**src/rtl/cem_pkg.sv**
```systemverilog
`timescale 1ns / 1ps
// ----------------------------------------------------------------------------
// cem_pkg
// Shared types and codes of the client event mailbox.
// ----------------------------------------------------------------------------
package cem_pkg;

    localparam logic [31:0] FREE_ID   = 32'hFFFF_FFFF;
    localparam int          RES_DEPTH = 4;

    // request type codes as seen on the input port
    localparam logic [2:0] REQ_REGISTER   = 3'd0;
    localparam logic [2:0] REQ_UNREGISTER = 3'd1;
    localparam logic [2:0] REQ_POST       = 3'd2;
    localparam logic [2:0] REQ_POP        = 3'd3;
    localparam logic [2:0] REQ_QUERY      = 3'd4;
    localparam logic [2:0] REQ_SET_ICON   = 3'd5;
    // unassigned codes, answered with a failed status
    localparam logic [2:0] REQ_RSVD6      = 3'd6;
    localparam logic [2:0] REQ_RSVD7      = 3'd7;

    // configuration register indexes
    localparam logic [1:0] CFG_CONNECTED    = 2'd0;
    localparam logic [1:0] CFG_DISCONNECTED = 2'd1;
    localparam logic [1:0] CFG_NEW_ICON     = 2'd2;
    localparam logic [1:0] CFG_NO_ICON      = 2'd3;

    typedef enum logic [2:0] {
        OP_REG   = 3'd0,
        OP_UNREG = 3'd1,
        OP_POST  = 3'd2,
        OP_POP   = 3'd3,
        OP_QUERY = 3'd4,
        OP_ICON  = 3'd5,
        OP_BAD   = 3'd7
    } t_op;

    typedef struct packed {
        logic [2:0]         req_type;
        logic [31:0]        client_id;
        logic [31:0]        notify_tag;
        logic               is_dock;
        logic               skip_dock;
        logic [31:0]        ev_code;
        logic [31:0]        obj_code;
        logic signed [31:0] icon_id;
    } t_req;

    typedef struct packed {
        logic        result_kind;
        logic        ok;
        logic [31:0] signal_tag;
        logic [31:0] popped_event;
        logic [31:0] popped_object;
        logic        last;
    } t_res;

    // classified request handed from front to back
    typedef struct packed {
        t_op                op;
        logic               id_ok;
        logic [31:0]        client_id;
        logic [31:0]        notify_tag;
        logic               is_dock;
        logic               skip_dock;
        logic [31:0]        ev_code;
        logic [31:0]        obj_code;
        logic signed [31:0] icon_id;
    } t_cmd;

endpackage

```
**src/rtl/cem_rfifo.sv**
```systemverilog
`timescale 1ns / 1ps
// ----------------------------------------------------------------------------
// cem_rfifo
// Small result queue between the back end and the result port.
// ----------------------------------------------------------------------------
module cem_rfifo (
    input  logic          i_clk,
    input  logic          i_rst_n,
    input  logic          i_wr,
    input  cem_pkg::t_res i_data,
    output logic          o_full,
    output logic          o_empty,
    input  logic          i_pop,
    output cem_pkg::t_res o_data
);
    import cem_pkg::*;

    localparam int PW = $clog2(RES_DEPTH);

    t_res        r_q [RES_DEPTH];
    logic [PW-1:0] r_wp, r_rp;
    logic [PW:0]   r_cnt;
    logic          rd;

    assign o_full  = (r_cnt == (PW+1)'(RES_DEPTH));
    assign o_empty = (r_cnt == '0);
    assign rd      = i_pop && !o_empty;
    assign o_data  = r_q[r_rp];

    always_ff @(posedge i_clk) begin
        if (i_wr) begin
            r_q[r_wp] <= i_data;
        end
    end

    always_ff @(posedge i_clk) begin
        if (!i_rst_n) begin
            r_wp  <= '0;
            r_rp  <= '0;
            r_cnt <= '0;
        end else begin
            if (i_wr) begin
                r_wp <= r_wp + PW'(1);
            end
            if (rd) begin
                r_rp <= r_rp + PW'(1);
            end
            r_cnt <= r_cnt + (PW+1)'(i_wr) - (PW+1)'(rd);
        end
    end
endmodule

```
**config.mk**
```make
export PLATFORM = sky130hd
export DESIGN_NAME = cem_rfifo
export DESIGN_NICKNAME = d
export VERILOG_FILES = /design/src/rtl/cem_pkg.sv /design/src/rtl/cem_rfifo.sv
export SDC_FILE = /design/constraint.sdc
export NUM_CORES = 1
export LEC_CHECK = 0
export ABC_AREA = 0
export BUFFER_PORTS_ARGS = -buffer_cell sky130_fd_sc_hd__buf_2
export CORE_MARGIN = 5
export CORE_UTILIZATION = 40
export CTS_CLUSTER_SIZE = 30
export DETAILED_ROUTE_END_ITERATION = 6
export PLACE_DENSITY = 0.61
export SYNTH_ARGS = -nofsm -noshare
export SYNTH_HDL_FRONTEND = slang
export SYNTH_SLANG_ARGS = --single-unit
export TNS_END_PERCENT = 30
```
**constraint.sdc**
```tcl
create_clock -name i_clk -period 4.1 [get_ports i_clk]
set_input_delay 0 -clock i_clk [delete_from_list [all_inputs] [get_ports i_clk]]
set_output_delay 0 -clock i_clk [all_outputs]
set_load 0.005 [all_outputs]
```
# Word level (Yosys, flattened, before mapping)
# Memories as Yosys holds them, arrays and structs flattened. A register that Yosys moved wholly into a read port is not among the register bits.
# Index checks and enable logic that the tools add are counted.
dict set report classes {
  addsub 4
  mul 0
  n_div 0
  n_lt_le_gt_ge 0
  eq_ne 1
  shift 0
  mux 4
  bitwise 0
  reduce_logical 3
}
# cell count
set op_table {}
lappend op_table {{$add 2x1->2 const B} 2}
lappend op_table {{$mux 2} 2}
lappend op_table {{$add 3x1->3} 1}
lappend op_table {{$eq 3x3->1 const B} 1}
lappend op_table {{$logic_not 3->1} 1}
lappend op_table {{$sub 3x1->3} 1}
lappend op_table {{$mux 1} 2}
lappend op_table {{$logic_and 1x1->1} 1}
lappend op_table {{$logic_not 1->1} 1}
dict set report word_totals {
  regBits 7
  latchBits 0
  mem_bits_rw 396
  romBits 0
  inputBits 103
  out_inout_bits 101
  wordCells 16
  n_memories 1
}
# memory words width read_ports rd_clocked_by_memory_dff wr line
set mem_list {}
lappend mem_list {r_q 4 99 1 1 1 cem_rfifo.sv:20} ;# t_res r_q [RES_DEPTH];

# Logic depth before layout (Yosys ltp)
dict set report depth {
  word_depth 5
  mapped_depth 8
  mapped_depth_nobuf 8
}

# Worst setup path after synthesis
# Ideal clock, no wire load.
dict set report synth_timing {
  path_type {flip-flop to flip-flop}
  startpoint {reg r_wp[0]}
  endpoint {mem r_q[0][0] (netlist bit) (enable)}
  setup_ps 469
  arrival_ps 2830
  required_time_ps 3631
  setup_slack_ps 802
  path_stages_with_launch 4
  n_path_buf 0
  synth_period_minus_slack_ps 3298
  cell_sequence {dfxtp_1 inv_1 ha_1 and2_1}
}
# element line
set synth_lines {}
lappend synth_lines {{start, declared} cem_rfifo.sv:21} ;# logic [PW-1:0] r_wp, r_rp;
lappend synth_lines {{start signal, assigned} cem_rfifo.sv:43} ;# r_wp <= r_wp + PW'(1);
lappend synth_lines {{end, declared} cem_rfifo.sv:20}
# Straight into the memory's write port.

==> results.yml <==
status:
  status: "completed"
timing:
  worst_pin_slew_ns: 0.9847
  rsz0062_at_grt: "false"
  finalHoldViolCount: 0
  max_freq_mhz: 408.9
  finalSetupTns_ns: 0
  max_slew_margin_pct: 34.35
  finalSetupViolations: 0
  period_minus_slack_ns: 2.446
  clock_skew_ns: 0.01176
  finalCritPeriodShare_pct: 59.65
  whs_ns: 0.2011
  drv_slew: 0
clocking:
  cts_tree: "done"
  numCtsBuffers: 43
  clk_path_buf_depth: 3
  cts.reportedPaths.clkPinSlew_ns: 0.06
  post_cts_buffers: 0
  cts.sinks: 405
  cts_hold_buf: 102
  cts_max_level: 2
  root_buffer: "clkbuf_16"
  cts_resized: 0
  clk-insertion-delay-late_ns: 0.55
floorplan:
  initial_core_util_pct: 40.41
  ioPinCount: 204
  dieArea_sq_um: 40740
  die_width_um: 201.8
  num_rows: 70
  die_h_um: 201.8
  core_sq_um: 36430
hold_path:
  hp-start: "i_data[5]"
  hold_class: "input pin to flop"
  min_delay_path_depth: 2
run:
  maxCapViolCount: 0
global_route:
  grt_use_total_pct: 14.68
  grt_pass1_wl_um: 46130
  gr-total-overflow: 0
  grt_max_degree: 64
  antenna_found_initial: 1
  grt_pass1_vias: 7686
setup_path:
  r2r-start: "r_wp[0]$_SDFFE_PN0P_"
  cp_data_arrival_time_ns: 2.45
  crit_path_max_fanout: 60
  required_ns: 4.10
  crit_path_start_kind: "flop"
  worstRegToRegCells: 4
  worstSetupPathType: "flop to output port"
  worstSetupEndpointType: "output port"
cells_and_area:
  fin_area_sq_um: 18670
  regArea_sq_um: 12080
  mostFrequentLayoutCell: "edfxtp_1"
  layout.nets: 1008
  final_cell_mix: "edfxtp_1, buf_2, dlygate4sd3_1"
  antenna_cells: 0
  nFillCells: 2905
  multi_input_area_sq_um: 2512
  syn_to_final_growth_pct: 26.85
  drive_gt1_share_pct: 40.30
synthesis:
  syn_nets: 671
  yosys_warnings: 0
  synthAdderAreaFrac_pct: 0.6459
  yosys.area_share.simple_pct: 0.6034
  synth_area_sq_um: 14720
  synth_top_family_by_area: "multiplexers"
  ys_ff_latch: 405
  synth-xor-area-share_pct: 0.2125
  syn_inst: 561
  synth.area.top_cells: "edfxtp_1, mux4_2, dfxtp_1, ha_1, buf_2"
  yosysUniqueCellTypes: 22
  yosys.area.top_type: "edfxtp_1"
  synth.avg_cell_area_sq_um: 26.24
  synth_compound_area_share_pct: 0.1190
  ys_seq_area_share_pct: 82.00
  synth.area.mux_share_pct: 15.42
  synth.top_cell.area_share_pct: 80.78
place:
  dp_hpwl_um: 16940
  finalWeightedCongestion: 0.7021
  place_area_sq_um: 16340
  port_buffers: 203
detailed_routing:
  postRouteAntennaNets: 0
  dr_total_vias: 6893
  dr.pass1.iters: 6
  wl_um: 29630
  wl_per_cell_um: 21.22
  route.detailed.drc: 0
  drtIter0Drc: 244
  via_per_inst: 4.938
pwr:
  powerDensity_nw_per_um2: 544.3
  peakVddDrop_uv: 321.2
  leakagePower_nw: 6.312
[layout make-up]
cell class	instances	area share (%)
clock buffer	55	6.231
multi-input combinational	129	13.45
clock inverter	20	0.7906
sequential	405	64.68
timing repair buffer	314	11.60
inverter	5	0.1005
tap	468	3.136
[sequential cells by signal, summed over array words and instances (netlist names), named ones only]
| register | count |
|---|---|
| r_cnt | 3 |
| r_q | 396 |
| r_rp | 2 |
| r_wp | 2 |
[critical path, stage by stage, from the launching register on]
cell     delay (ns)
dfxtp_4        0.63
buf_12         0.48
mux4_2         0.62
buf_2          0.16
[path summary, 6_finish.rpt]
kind | slack (ns) | endpoint
min reg2reg | 0.48 | flop
max reg2reg | 2.01 | r_q[2][57]$_DFFE_PP_
max | 1.65 | o_data[43]
min | 0.20 | r_q[2][5]$_DFFE_PP_
[per-layer routing]
metal,up-vias,global-route usage (%),part of all wire (%)
li1,3085,-,-
met1,3562,19.47,43
met2,187,24.00,49
met3,57,3.947,5.5
met4,2,4.517,2.6
met5,-,0,0.024
[synth_stat cells, drive strengths merged]
cell type    n
mux2i        4
clkbuf       8
and2         6
dfxtp        9
xnor3        1
o311ai       1
nor3         1
nand2        2
fa           1
xor2         1
nand2b       2
edfxtp     396
buf         14
inv          5
o31a         1
ha           6
nor3b        1
mux4        99
nor2b        3
[stage by stage]
step	util [%]	instances	total power, mW	setup WS [ns]
3_5_place_dp	44.85	1219	6.604	1.944
5_1_grt	51.25	1396	10.63	1.421
6_report	51.25	1396	10.17	1.654
2_1_floorplan	-	561	5.941	0.8018
4_1_cts	51.25	1396	10.33	1.509
3_3_place_gp	44.85	1219	6.593	1.967
[cell families after synthesis]
kind of cell | count (synthesis)
compound gates | 2
xor+xnor | 2
fa+ha+maj | 7
buf+inv | 27
flops | 405
mux | 103
simple gates | 15
[report_power, final]
group,total (mW),switching (mW),internal [mW]
logic,1.63,0.729,0.901
clock network,3.63,1.51,2.12
registers,4.91,0.134,4.77
Note: power is estimated with default switching activity, not from simulation.
