[config.mk]
export PLATFORM = sky130hd
export DESIGN_NAME = cem_front
export DESIGN_NICKNAME = d
export VERILOG_FILES = /design/src/rtl/cem_pkg.sv /design/src/rtl/cem_front.sv
export SDC_FILE = /design/constraint.sdc
export NUM_CORES = 1
export LEC_CHECK = 0
export BUFFER_PORTS_ARGS = -buffer_cell sky130_fd_sc_hd__buf_2
export CAP_MARGIN = 25
export CORE_MARGIN = 2
export CORE_UTILIZATION = 25
export CTS_CLUSTER_SIZE = 12
export DETAILED_ROUTE_END_ITERATION = 10
export GPL_TIMING_DRIVEN = 0
export PLACE_DENSITY = 0.42
export SLEW_MARGIN = 10
export SYNTH_ARGS = -nofsm -noshare
export SYNTH_HDL_FRONTEND = slang
export SYNTH_SLANG_ARGS = --single-unit
[constraint.sdc]
create_clock -name i_clk -period 6.4 [get_ports i_clk]
set_clock_uncertainty 0.15 [all_clocks]
set_input_delay 1.6 -clock i_clk [delete_from_list [all_inputs] [get_ports i_clk]]
set_output_delay 1.6 -clock i_clk [all_outputs]
set_load 0.02 [all_outputs]
[src/rtl/cem_pkg.sv]
`timescale 1ns / 1ps
// ----------------------------------------------------------------------------
// cem_pkg
// Shared types and codes of the client event mailbox.
// ----------------------------------------------------------------------------
package cem_pkg;

    localparam logic [31:0] FREE_ID   = 32'hFFFF_FFFF;
    localparam int          RES_DEPTH = 4;

    // request type codes as seen on the input port
    localparam logic [2:0] REQ_REGISTER   = 3'd0;
    localparam logic [2:0] REQ_UNREGISTER = 3'd1;
    localparam logic [2:0] REQ_POST       = 3'd2;
    localparam logic [2:0] REQ_POP        = 3'd3;
    localparam logic [2:0] REQ_QUERY      = 3'd4;
    localparam logic [2:0] REQ_SET_ICON   = 3'd5;
    // unassigned codes, answered with a failed status
    localparam logic [2:0] REQ_RSVD6      = 3'd6;
    localparam logic [2:0] REQ_RSVD7      = 3'd7;

    // configuration register indexes
    localparam logic [1:0] CFG_CONNECTED    = 2'd0;
    localparam logic [1:0] CFG_DISCONNECTED = 2'd1;
    localparam logic [1:0] CFG_NEW_ICON     = 2'd2;
    localparam logic [1:0] CFG_NO_ICON      = 2'd3;

    typedef enum logic [2:0] {
        OP_REG   = 3'd0,
        OP_UNREG = 3'd1,
        OP_POST  = 3'd2,
        OP_POP   = 3'd3,
        OP_QUERY = 3'd4,
        OP_ICON  = 3'd5,
        OP_BAD   = 3'd7
    } t_op;

    typedef struct packed {
        logic [2:0]         req_type;
        logic [31:0]        client_id;
        logic [31:0]        notify_tag;
        logic               is_dock;
        logic               skip_dock;
        logic [31:0]        ev_code;
        logic [31:0]        obj_code;
        logic signed [31:0] icon_id;
    } t_req;

    typedef struct packed {
        logic        result_kind;
        logic        ok;
        logic [31:0] signal_tag;
        logic [31:0] popped_event;
        logic [31:0] popped_object;
        logic        last;
    } t_res;

    // classified request handed from front to back
    typedef struct packed {
        t_op                op;
        logic               id_ok;
        logic [31:0]        client_id;
        logic [31:0]        notify_tag;
        logic               is_dock;
        logic               skip_dock;
        logic [31:0]        ev_code;
        logic [31:0]        obj_code;
        logic signed [31:0] icon_id;
    } t_cmd;

endpackage

[src/rtl/cem_front.sv]
`timescale 1ns / 1ps
// ----------------------------------------------------------------------------
// cem_front
// Accepts request items, decodes them and holds them in a two-entry queue.
// ----------------------------------------------------------------------------
module cem_front (
    input  logic           i_clk,
    input  logic           i_rst_n,
    input  logic           i_push,
    input  cem_pkg::t_req  i_req,
    output logic           o_full,
    output cem_pkg::t_cmd  o_cmd,
    output logic           o_cmd_valid,
    input  logic           i_cmd_take
);
    import cem_pkg::*;

    t_cmd       r_q [2];
    logic       r_wp, r_rp;
    logic [1:0] r_cnt;
    t_cmd       dec;
    logic       acc;

    always_comb begin
        dec = '0;
        unique case (i_req.req_type)
            REQ_REGISTER:   dec.op = OP_REG;
            REQ_UNREGISTER: dec.op = OP_UNREG;
            REQ_POST:       dec.op = OP_POST;
            REQ_POP:        dec.op = OP_POP;
            REQ_QUERY:      dec.op = OP_QUERY;
            REQ_SET_ICON:   dec.op = OP_ICON;
            default:        dec.op = OP_BAD;
        endcase
        dec.id_ok      = (i_req.client_id != FREE_ID);
        dec.client_id  = i_req.client_id;
        dec.notify_tag = i_req.notify_tag;
        dec.is_dock    = i_req.is_dock;
        dec.skip_dock  = i_req.skip_dock;
        dec.ev_code    = i_req.ev_code;
        dec.obj_code   = i_req.obj_code;
        dec.icon_id    = i_req.icon_id;
    end

    assign o_full      = (r_cnt == 2'd2);
    assign acc         = i_push && !o_full;
    assign o_cmd_valid = (r_cnt != 2'd0);
    assign o_cmd       = r_q[r_rp];

    always_ff @(posedge i_clk) begin
        if (acc) begin
            r_q[r_wp] <= dec;
        end
    end

    always_ff @(posedge i_clk) begin
        if (!i_rst_n) begin
            r_wp  <= 1'b0;
            r_rp  <= 1'b0;
            r_cnt <= 2'd0;
        end else begin
            if (acc) begin
                r_wp <= ~r_wp;
            end
            if (i_cmd_take) begin
                r_rp <= ~r_rp;
            end
            r_cnt <= r_cnt + 2'(acc) - 2'(i_cmd_take);
        end
    end
endmodule

---- Yosys cells after proc, flatten, opt, wreduce, memory -nomap -nowiden ----
Memories as Yosys holds them, arrays and structs flattened. A register that Yosys moved wholly into a read port is not among the register bits.
Index checks and enable logic that the tools add are counted.
word-level totals
  latch bits .............................. 0
  bits in registers ....................... 4
  bits of input ports ..................... 169
  bits in read-only memories .............. 0
  logic and storage cells ................. 24
  memories kept ........................... 1
  RAM bits ................................ 332
operators by class
  muxes and demuxes ....................... 5
  add/subtract/negate cells ............... 2
  shifts and indexed selects .............. 0
  bitwise operators ....................... 2
  div/mod/pow operators ................... 0
  $mul .................................... 0
  equal/unequal tests ..................... 7
  magnitude comparators ................... 0
  reductions and logical operators ........ 4
memories
  memory  words  bits a word  read ports  clocked after Yosys merged registers in  wr ports  RTL line         text
  r_q     2      166          1           1                                        1         cem_front.sv:18  t_cmd r_q [2];
operator list
  cell                                                              count
  32-bit inequality test (second input constant)                    1
  3-bit one-hot mux with 6 select lines                             1
  3-bit by 2-bit == test with 1-bit output (second input constant)  2
  3-bit == test (second input constant)                             2
  1-bit two-way mux                                                 4
  3-bit by 1-bit == test with 1-bit output (second input constant)  1
  3-bit logical NOT                                                 1
  2-bit by 1-bit adder with 2-bit output                            1
  2-bit == test (second input constant)                             1
  1-bit NOT                                                         2
  2-bit nonzero test                                                1
  2-bit by 1-bit subtractor with 2-bit output                       1
  1-bit logical AND                                                 1
  1-bit logical NOT                                                 1

---- Depth between registers and ports, before layout ----
Gate-level depths: netlist (run 1).
  depth in word-level cells ............... 5
  mapped depth ............................ 8
  depth with buffers taken out ............ 8

---- Worst setup path after synthesis (run 1) ----
Ideal clock, no wire load.
  path type ............................... input-to-reg
  start point ............................. input i_push
  end point ............................... memory r_q[1][0] (netlist name), enable pin
  data arrival time ....................... 5453 ps
  setup time .............................. 547 ps
  buffers on the path ..................... 0
  required time ........................... 5703 ps
  path slack .............................. 250 ps
  stages .................................. 1
  cell sequence ........................... and3_1
between the ends
  cells in the longest elaborated chain, start to end .. 3
ends and longest elaborated chain
  element                                  RTL line         text
  from (decl)                              cem_front.sv:9   input logic i_push,
  1-bit logical AND                        cem_front.sv:46  assign acc = i_push && !o_full;
  1-bit two-way mux                        cem_front.sv:51  if (acc) begin
  1-bit two-way mux (implied by the code)  cem_front.sv:52  r_q[r_wp] <= dec;
  to (decl)                                cem_front.sv:18
No other way between the ends.

==> results of run 1 <==
## cells by family after synthesis
| logic type | Yosys count | synth area share |
|---|---|---|
| flip-flops | 337 | 0.817 |
| multiplexers | 166 | 0.152 |
| buffers and inverters | 25 | 0.0169 |
| AND/OR/NAND/NOR | 22 | 0.0100 |
| AO/OA/AOI/OAI | 3 | 0.00142 |
| XOR/XNOR | 2 | 0.00142 |
| adder cells (fa/ha/maj) | 2 | 0.00203 |
## registers in the layout, indices dropped and copies added (netlist names), named ones only
| register | flops |
|---|---|
| r_q | 332 |
| r_cnt | 2 |
| r_wp | 1 |
| r_rp | 1 |
## synthesized netlist by cell type
library cell,number
sky130_fd_sc_hd__xor2_1,1
sky130_fd_sc_hd__buf_6,14
sky130_fd_sc_hd__nor4_1,2
sky130_fd_sc_hd__nor3_1,1
sky130_fd_sc_hd__and2_1,2
sky130_fd_sc_hd__buf_2,2
sky130_fd_sc_hd__nand2_1,2
sky130_fd_sc_hd__or3_1,1
sky130_fd_sc_hd__clkbuf_1,2
sky130_fd_sc_hd__mux2_2,166
sky130_fd_sc_hd__buf_4,2
sky130_fd_sc_hd__o21ai_0,1
sky130_fd_sc_hd__inv_1,5
sky130_fd_sc_hd__dfxtp_1,5
sky130_fd_sc_hd__a21o_1,1
sky130_fd_sc_hd__xnor2_1,1
sky130_fd_sc_hd__edfxtp_1,332
sky130_fd_sc_hd__and3_1,1
sky130_fd_sc_hd__nor2_1,3
sky130_fd_sc_hd__a21oi_1,1
sky130_fd_sc_hd__or2_2,1
sky130_fd_sc_hd__ha_1,2
sky130_fd_sc_hd__nand4_1,8
sky130_fd_sc_hd__nand2b_1,1
## cell usage in the layout (no fill, tap or decap), types with 3 or more instances in the layout
| master | instances |
|---|---|
| sky130_fd_sc_hd__buf_6 | 14 |
| sky130_fd_sc_hd__edfxtp_1 | 332 |
| sky130_fd_sc_hd__buf_16 | 3 |
| sky130_fd_sc_hd__clkbuf_16 | 41 |
| sky130_fd_sc_hd__clkbuf_1 | 17 |
| sky130_fd_sc_hd__clkinv_1 | 12 |
| sky130_fd_sc_hd__mux2_2 | 166 |
| sky130_fd_sc_hd__inv_1 | 4 |
| sky130_fd_sc_hd__nand4_1 | 8 |
| sky130_fd_sc_hd__buf_2 | 338 |
| sky130_fd_sc_hd__dfxtp_1 | 5 |
| sky130_fd_sc_hd__nor2_1 | 3 |
## stage by stage
stage               worst slack, ns  hold slack [ns]
detailed placement             2.60            0.339
floorplan                     0.250            0.308
global placement              -2.82            0.331
global route                   2.48            0.392
finish                         2.62            0.345
CTS                            2.52            0.351
## worst max-delay path: cells and delay by family (launching register included)
family,cells,cell delay [ns]
buf+inv,3,0.71
flops,1,0.41
mux,1,0.36
## worst paths after layout
| kind | depth (start not counted) | slack, ns | from | end |
|---|---|---|---|---|
| setup / recovery | 4 | 2.62 | flip-flop | o_cmd[94] |
| hold / removal | 2 | 0.34 | r_wp$_SDFFE_PN0P_ | r_wp$_SDFFE_PN0P_ |
| setup reg to reg | 5 | 3.93 | r_cnt[0]$_SDFF_PN0_ | r_q[0][86]$_DFFE_PP_ |
| hold reg to reg | 2 | 0.34 | r_wp$_SDFFE_PN0P_ | r_wp$_SDFFE_PN0P_ |
## layer usage
metal	GRT usage	wire length [um]	vias to the layer above
li1	-	-	2996
met1	0.126	11300	3188
met5	0	49	-
met3	0.0454	2630	59
met2	0.176	13500	220
met4	0.0463	843	8
## power groups by stage
stage / logic, mW / clock network [mW] / registers (mW)
finish: 0.855 / 2.00 / 2.71
global route: 0.926 / 2.17 / 2.73
CTS: 0.884 / 2.09 / 2.71
detailed placement: 0.880 / 0 / 2.76
global placement: 0.859 / 0 / 2.82
floorplan: 0.531 / 0 / 2.78
## layout make-up
type                       count  area share
multi-input combinational    195       0.128
inverter                       5     0.00163
clock inverter                14     0.00342
tap                          664      0.0516
sequential                   337       0.626
clock buffer                  56      0.0672
buffer                        20      0.0118
timing repair buffer         340       0.111
==> Implementation_results.wiki, run 1 <==
{| class="wikitable"
! Metric !! Value
|-
| Worst setup SP type || flip-flop
|-
| Data required time of the critical path || around 4.7 ns
|-
| Cells after DPL || roughly 1.6k
|-
| Endpoint kind of the worst setup timing path || primary output
|-
| Data arrival time of the critical path || 2.03 ns
|-
| RSZ-0062 raised after global routing || no
|-
| Part of the power in the clock network || 0.359
|-
| Number of distinct library cells after synthesis || 24
|-
| Post-Route WL || 28300 um
|-
| Portion of the post-synthesis area used by sequential elements || 0.817
|-
| Number of setup buffers added after CTS || 0
|-
| PwrDens || 345 nW/um2
|-
| Fillcell total || 4889
|-
| CTS H-tree depth || 2
|-
| Final hold violations || 0
|-
| Placer congestion estimate || roughly 0.69
|-
| Yosys warnings || 0
|-
| Routed wirelength normalized by instance count || ~17 um
|-
| Wire length of the first global-routing pass || around 41000 um
|-
| Syn Std Cell Area || 12300 um2
|-
| Total half-perimeter wirelength after legalization and detailed placement || ~19000 um
|-
| Worst supply voltage drop on vdd || 0.000192 V
|-
| Maximum number of pins on one net before global-route repair || a little over 90
|-
| Result of the run || finished clean
|-
| Clock root buffer || sky130_fd_sc_hd__clkbuf_16
|-
| Total power of the final layout || 5.56 mW
|-
| Worst-margin pin slew || 0.787 ns
|-
| Standard cell area after detailed placement || 15000 um2
|-
| Final count of pins violating max slew || 0
|-
| Min-delay worst type || reg2reg
|-
| Internal cell power || a little over 4 mW
|-
| Worst-case clock buffer depth || 3
|-
| # setup viols final || 0
|-
| Max-capacitance violation count || 0
|-
| Post-Syn Instances || 557
|-
| Post-detailed-route DRC marker count || 0
|-
| Starting utilization of the core area || 0.252
|-
| Non-filler cells, final || 1631
|-
| Num ports || ~340
|-
| Most area-consuming cells after synthesis || sky130_fd_sc_hd__edfxtp_1 81%, sky130_fd_sc_hd__mux2_2 15%, sky130_fd_sc_hd__buf_6 1.3%
|-
| Number of global-route vias before repair || between 6k and 7k
|-
| Antenna violations before repair || 4
|-
| Antenna cells || 0
|-
| Hold-fix buffers, CTS || 0
|-
| Nets in the synthesized netlist || 728
|-
| First-iteration detailed-routing DRC count || 238
|-
| Flip-flop and latch count after synthesis || 337
|-
| Worst Path Max Fanout || 10
|-
| Sequential cell area || 10100 um2
|-
| Final core utilization || 0.330
|-
| Top-area cell type share of the netlist area || 0.808
|-
| CTS tree || built
|-
| Post-synth top area cell || sky130_fd_sc_hd__edfxtp_1
|-
| Area added between synthesis and finish || 30.5%
|-
| Area of combinational cells with multiple inputs || 2060 um2
|-
| Clk pin slew, worst setup/hold paths || 0.06 ns
|-
| Overall track demand over capacity in global routing || 0.108
|-
| Die outline area || 51100 um2
|-
| Max transition margin || 0.476
|-
| Max Clock Freq || 264 MHz
|-
| Critical path start-end classification || reg2out
|-
| Fraction of final layout cells sized beyond drive strength 1 || 0.589
|-
| Count of instances resized after the clock tree is built || 0
|-
| Finished Cell Area || around 16000 um2
|-
| Overflow after GRT || 0
|-
| Switching share of power || 0.252
|-
| Final period demand of the worst path || 3.78 ns
|-
| First-pass iteration count of the detailed router || 4
|-
| Floorplan Core Area || 48800 um2
|-
| Final critical-path share of the clock period || 0.591
|-
| Input/output buffers || 336
|-
| Final antenna-violating net count || 0
|-
| Clk sinks || 337
|-
| Largest stage delay on the critical path || 0.41 ns
|-
| Standard-cell row count || 81
|-
| Switching power total || 1.40 mW
|-
| Count of vias placed by the detailed router || 6471
|-
| Nets || 1109
|-
| Slowest cell on crit path || sky130_fd_sc_hd__dfxtp_1
|-
| Overall die width || 226 um
|-
| Total negative slack || 0 ns
|-
| Cell-by-cell listing of the critical path || buf_4 > buf_6 > mux2_2 > buf_2
|-
| CTS buffer count || 39
|-
| Via/cell ratio || 3.97
|-
| P_leak || 5.87 nW
|-
| Height of the chip || 226 um
|-
| Worst-Skew Late Latency || 0.54 ns
|-
| Flop pwr share || 0.487
|-
| Synthesized area per cell || 22.1 um2
|-
| Combinational cell fraction of total power || 0.154
|}
Power figures use the tool's default switching activity.
==> inputs of run 2 (changes only) <==
==> constraint.sdc (replaced) <==
create_clock -name i_clk -period 3.4 [get_ports i_clk]
set_clock_uncertainty 0.15 [all_clocks]
set_input_delay 0.85 -clock i_clk [delete_from_list [all_inputs] [get_ports i_clk]]
set_output_delay 0.85 -clock i_clk [all_outputs]
set_load 0.02 [all_outputs]
==> run 2 against run 1 <==
Against the previous run: setup slack worse by 2.2 ns; register-to-register slack worse by 2.9 ns; largest cell class unchanged; total power up 92%; sequential share of layout area down 0.60 points; flip-flop and latch count unchanged; via count up 0.63%.
==> Implementation_results.wiki, run 2 (synthesized netlist as in run 1, its figures left out) <==
{| class="wikitable"
! Metric !! Value
|-
| Area added between synthesis and finish || 31.8% (was 30.5%)
|-
| Worst-margin pin slew || 0.760 ns (was 0.787 ns)
|-
| Min-delay worst type || in2reg (was reg2reg)
|-
| Clk sinks || 337 (unchanged)
|-
| First-pass iteration count of the detailed router || 4 (unchanged)
|-
| Largest register by flop count || r_q (unchanged)
|-
| P_leak || 5.93 nW (was 5.87 nW)
|-
| Crit. path cell count || 4 (unchanged)
|-
| Overall track demand over capacity in global routing || 0.109 (was 0.108)
|-
| Total negative slack || 0 ns (unchanged)
|-
| CTS buffer count || 39 (unchanged)
|-
| Placer congestion estimate || 0.672 (was 0.693)
|-
| Clock root buffer || sky130_fd_sc_hd__clkbuf_16 (unchanged)
|-
| Standard-cell row count || 81 (unchanged)
|-
| Post-Route WL || 28700 um (was 28300 um)
|-
| End point of the critical path || o_cmd[56] (was o_cmd[94])
|-
| Most frequent cells in the layout || 338 x sky130_fd_sc_hd__buf_2, 332 x sky130_fd_sc_hd__edfxtp_1, 166 x sky130_fd_sc_hd__mux2_2, 41 x sky130_fd_sc_hd__clkbuf_16, 14 x sky130_fd_sc_hd__buf_6 (was 338 x sky130_fd_sc_hd__buf_2, 332 x sky130_fd_sc_hd__edfxtp_1, 166 x sky130_fd_sc_hd__mux2_2, 41 x sky130_fd_sc_hd__clkbuf_16, 17 x sky130_fd_sc_hd__clkbuf_1)
|-
| Post-detailed-route DRC marker count || 0 (unchanged)
|-
| Critical path start-end classification || reg2out (unchanged)
|-
| Number of global-route vias before repair || 6729 (was 6781)
|-
| Category of cells accounting for the largest share of critical-path delay || buffers and inverters (unchanged)
|-
| Starting utilization of the core area || 0.252 (unchanged)
|-
| Final critical-path share of the clock period || 0.879
|-
| Result of the run || finished clean (unchanged)
|-
| PwrDens || 658 nW/um2 (was 345 nW/um2)
|-
| Largest registers || r_q x332, r_cnt x2 (unchanged)
|-
| Data required time of the critical path || 2.40 ns (was 4.65 ns)
|-
| Height of the chip || 226 um (unchanged)
|-
| Worst setup SP type || flip-flop (unchanged)
|-
| Final count of pins violating max slew || 0 (unchanged)
|-
| Slowest cell on crit path || sky130_fd_sc_hd__dfxtp_1 (unchanged)
|-
| Count of vias placed by the detailed router || 6512 (was 6471)
|-
| Final antenna-violating net count || 0 (unchanged)
|-
| Hold-fix buffers, CTS || 0 (unchanged)
|-
| Worst-Skew Late Latency || 0.53 ns (was 0.54 ns)
|-
| # setup viols final || 0 (unchanged)
|-
| CTS tree || built (unchanged)
|-
| Nets || 1114 (was 1109)
|-
| Num ports || 337 (unchanged)
|-
| Largest stage delay on the critical path || 0.37 ns (was 0.41 ns)
|-
| Origin of the critical flop-to-flop path || r_cnt[0]$_SDFF_PN0_ (unchanged)
|-
| Data arrival time of the critical path || 1.99 ns (was 2.03 ns)
|-
| Routed wirelength normalized by instance count || 17.6 um (was 17.4 um)
|-
| Fraction of final layout cells sized beyond drive strength 1 || 0.600 (was 0.589)
|-
| Count of instances resized after the clock tree is built || 0 (unchanged)
|-
| Overall die width || 226 um (unchanged)
|-
| CTS H-tree depth || 2 (unchanged)
|-
| Overflow after GRT || 0 (unchanged)
|-
| Die outline area || 51100 um2 (unchanged)
|-
| Max Clock Freq || 335 MHz
|-
| Worst supply voltage drop on vdd || 0.000318 V (was 0.000192 V)
|-
| Floorplan Core Area || 48800 um2 (unchanged)
|-
| First-iteration detailed-routing DRC count || 313 (was 238)
|-
| Max transition margin || 0.494 (was 0.476)
|-
| Input/output buffers || 336 (unchanged)
|-
| Endpoint kind of the worst setup timing path || primary output (unchanged)
|-
| Total half-perimeter wirelength after legalization and detailed placement || 19600 um (was 19000 um)
|-
| Wire length of the first global-routing pass || 41300 um (about the same)
|-
| Final period demand of the worst path || 2.99 ns
|-
| Fillcell total || 4855 (was 4889)
|-
| Number of flip-flops under the largest register name || 332 (unchanged)
|-
| Number of setup buffers added after CTS || 0 (unchanged)
|-
| Maximum number of pins on one net before global-route repair || 49 (was 91)
|-
| Buffers and inverters on the worst path || 3 (unchanged)
|-
| Antenna violations before repair || 5 (was 4)
|-
| Final hold violations || 0 (unchanged)
|-
| FF-to-FF setup slack || 1.02 ns (was 3.93 ns)
|-
| Final core utilization || 0.333 (was 0.330)
|-
| Via/cell ratio || 3.99 (was 3.97)
|-
| Worst r2r dst || r_q[0][110]$_DFFE_PP_ (was r_q[0][86]$_DFFE_PP_)
|-
| Clk pin slew, worst setup/hold paths || 0.06 ns (about the same)
|-
| Most common cell after layout, fill and taps aside || sky130_fd_sc_hd__buf_2 (unchanged)
|-
| RSZ-0062 raised after global routing || no (unchanged)
|-
| Number of cells on the worst reg-to-reg path || 7 (was 5)
|-
| Worst Path Max Fanout || 10 (unchanged)
|-
| Cell-by-cell listing of the critical path || buf_4 > buf_6 > mux2_2 > buf_2 (unchanged)
|-
| Worst-case clock buffer depth || 3 (unchanged)
|-
| Antenna cells || 0 (unchanged)
|-
| Max-capacitance violation count || 0 (unchanged)
|}
run 2: metal layers:
layer | track usage | vias up | routed length [um]
li1 | - | 3004 | -
met1 | 0.131 | 3242 | 11900
met2 | 0.175 | 205 | 13600
met3 | 0.0448 | 53 | 2440
met4 | 0.0422 | 8 | 753
met5 | 0 | - | 52
run 2: area by class of cell:
type                            instances  area, um2  share of cell area
Clock buffer                           52       1070              0.0657
Clock inverter                         15        118             0.00724
Multi-Input combinational cell        195       2060               0.127
Buffer                                 20        190              0.0117
Tap cell                              664        831              0.0511
Inverter                                5       30.0             0.00185
Timing Repair Buffer                  345       1880               0.116
Sequential cell                       337      10100               0.620
run 2: metrics by stage:
step / cells / hold WS (ns) / instance area (um2) / setup WS, ns / power (mW)
3_5_place_dp: 1566 / 0.344 / 15100 / 0.448 / 6.89
2_1_floorplan: 557 / 0.318 / 12400 / -0.588 / 6.20
6_report: 1633 / 0.349 / 16300 / 0.411 / 10.7
3_3_place_gp: 1557 / 0.344 / 14900 / -2.84 / 6.86
5_1_grt: 1633 / 0.306 / 16300 / 0.263 / 11.1
4_1_cts: 1633 / 0.295 / 16300 / 0.308 / 10.9
run 2: how the worst min path moves through the flow:
stage,to,startpoint,slack [ns],cells past startpoint
final,r_q[1][95]$_DFFE_PP_,i_req[95],0.35,1
after global routing,r_q[0][95]$_DFFE_PP_,i_req[95],0.31,1
after CTS,r_q[0][95]$_DFFE_PP_,i_req[95],0.30,1
after detailed placement,r_wp$_SDFFE_PN0P_,r_wp$_SDFFE_PN0P_,0.34,2
after global placement,r_rp$_SDFFE_PN0P_,r_rp$_SDFFE_PN0P_,0.34,2
after floorplan,r_wp$_SDFFE_PN0P_,r_wp$_SDFFE_PN0P_,0.32,2
run 2: power breakdown:
part	leakage [nW]	internal (mW)	total, mW	switching (mW)
clock	0.577	2.34	3.93	1.59
sequential	3.13	5.02	5.09	0.0727
combinational	2.23	0.646	1.66	1.02
total	5.93	8.01	10.7	2.68
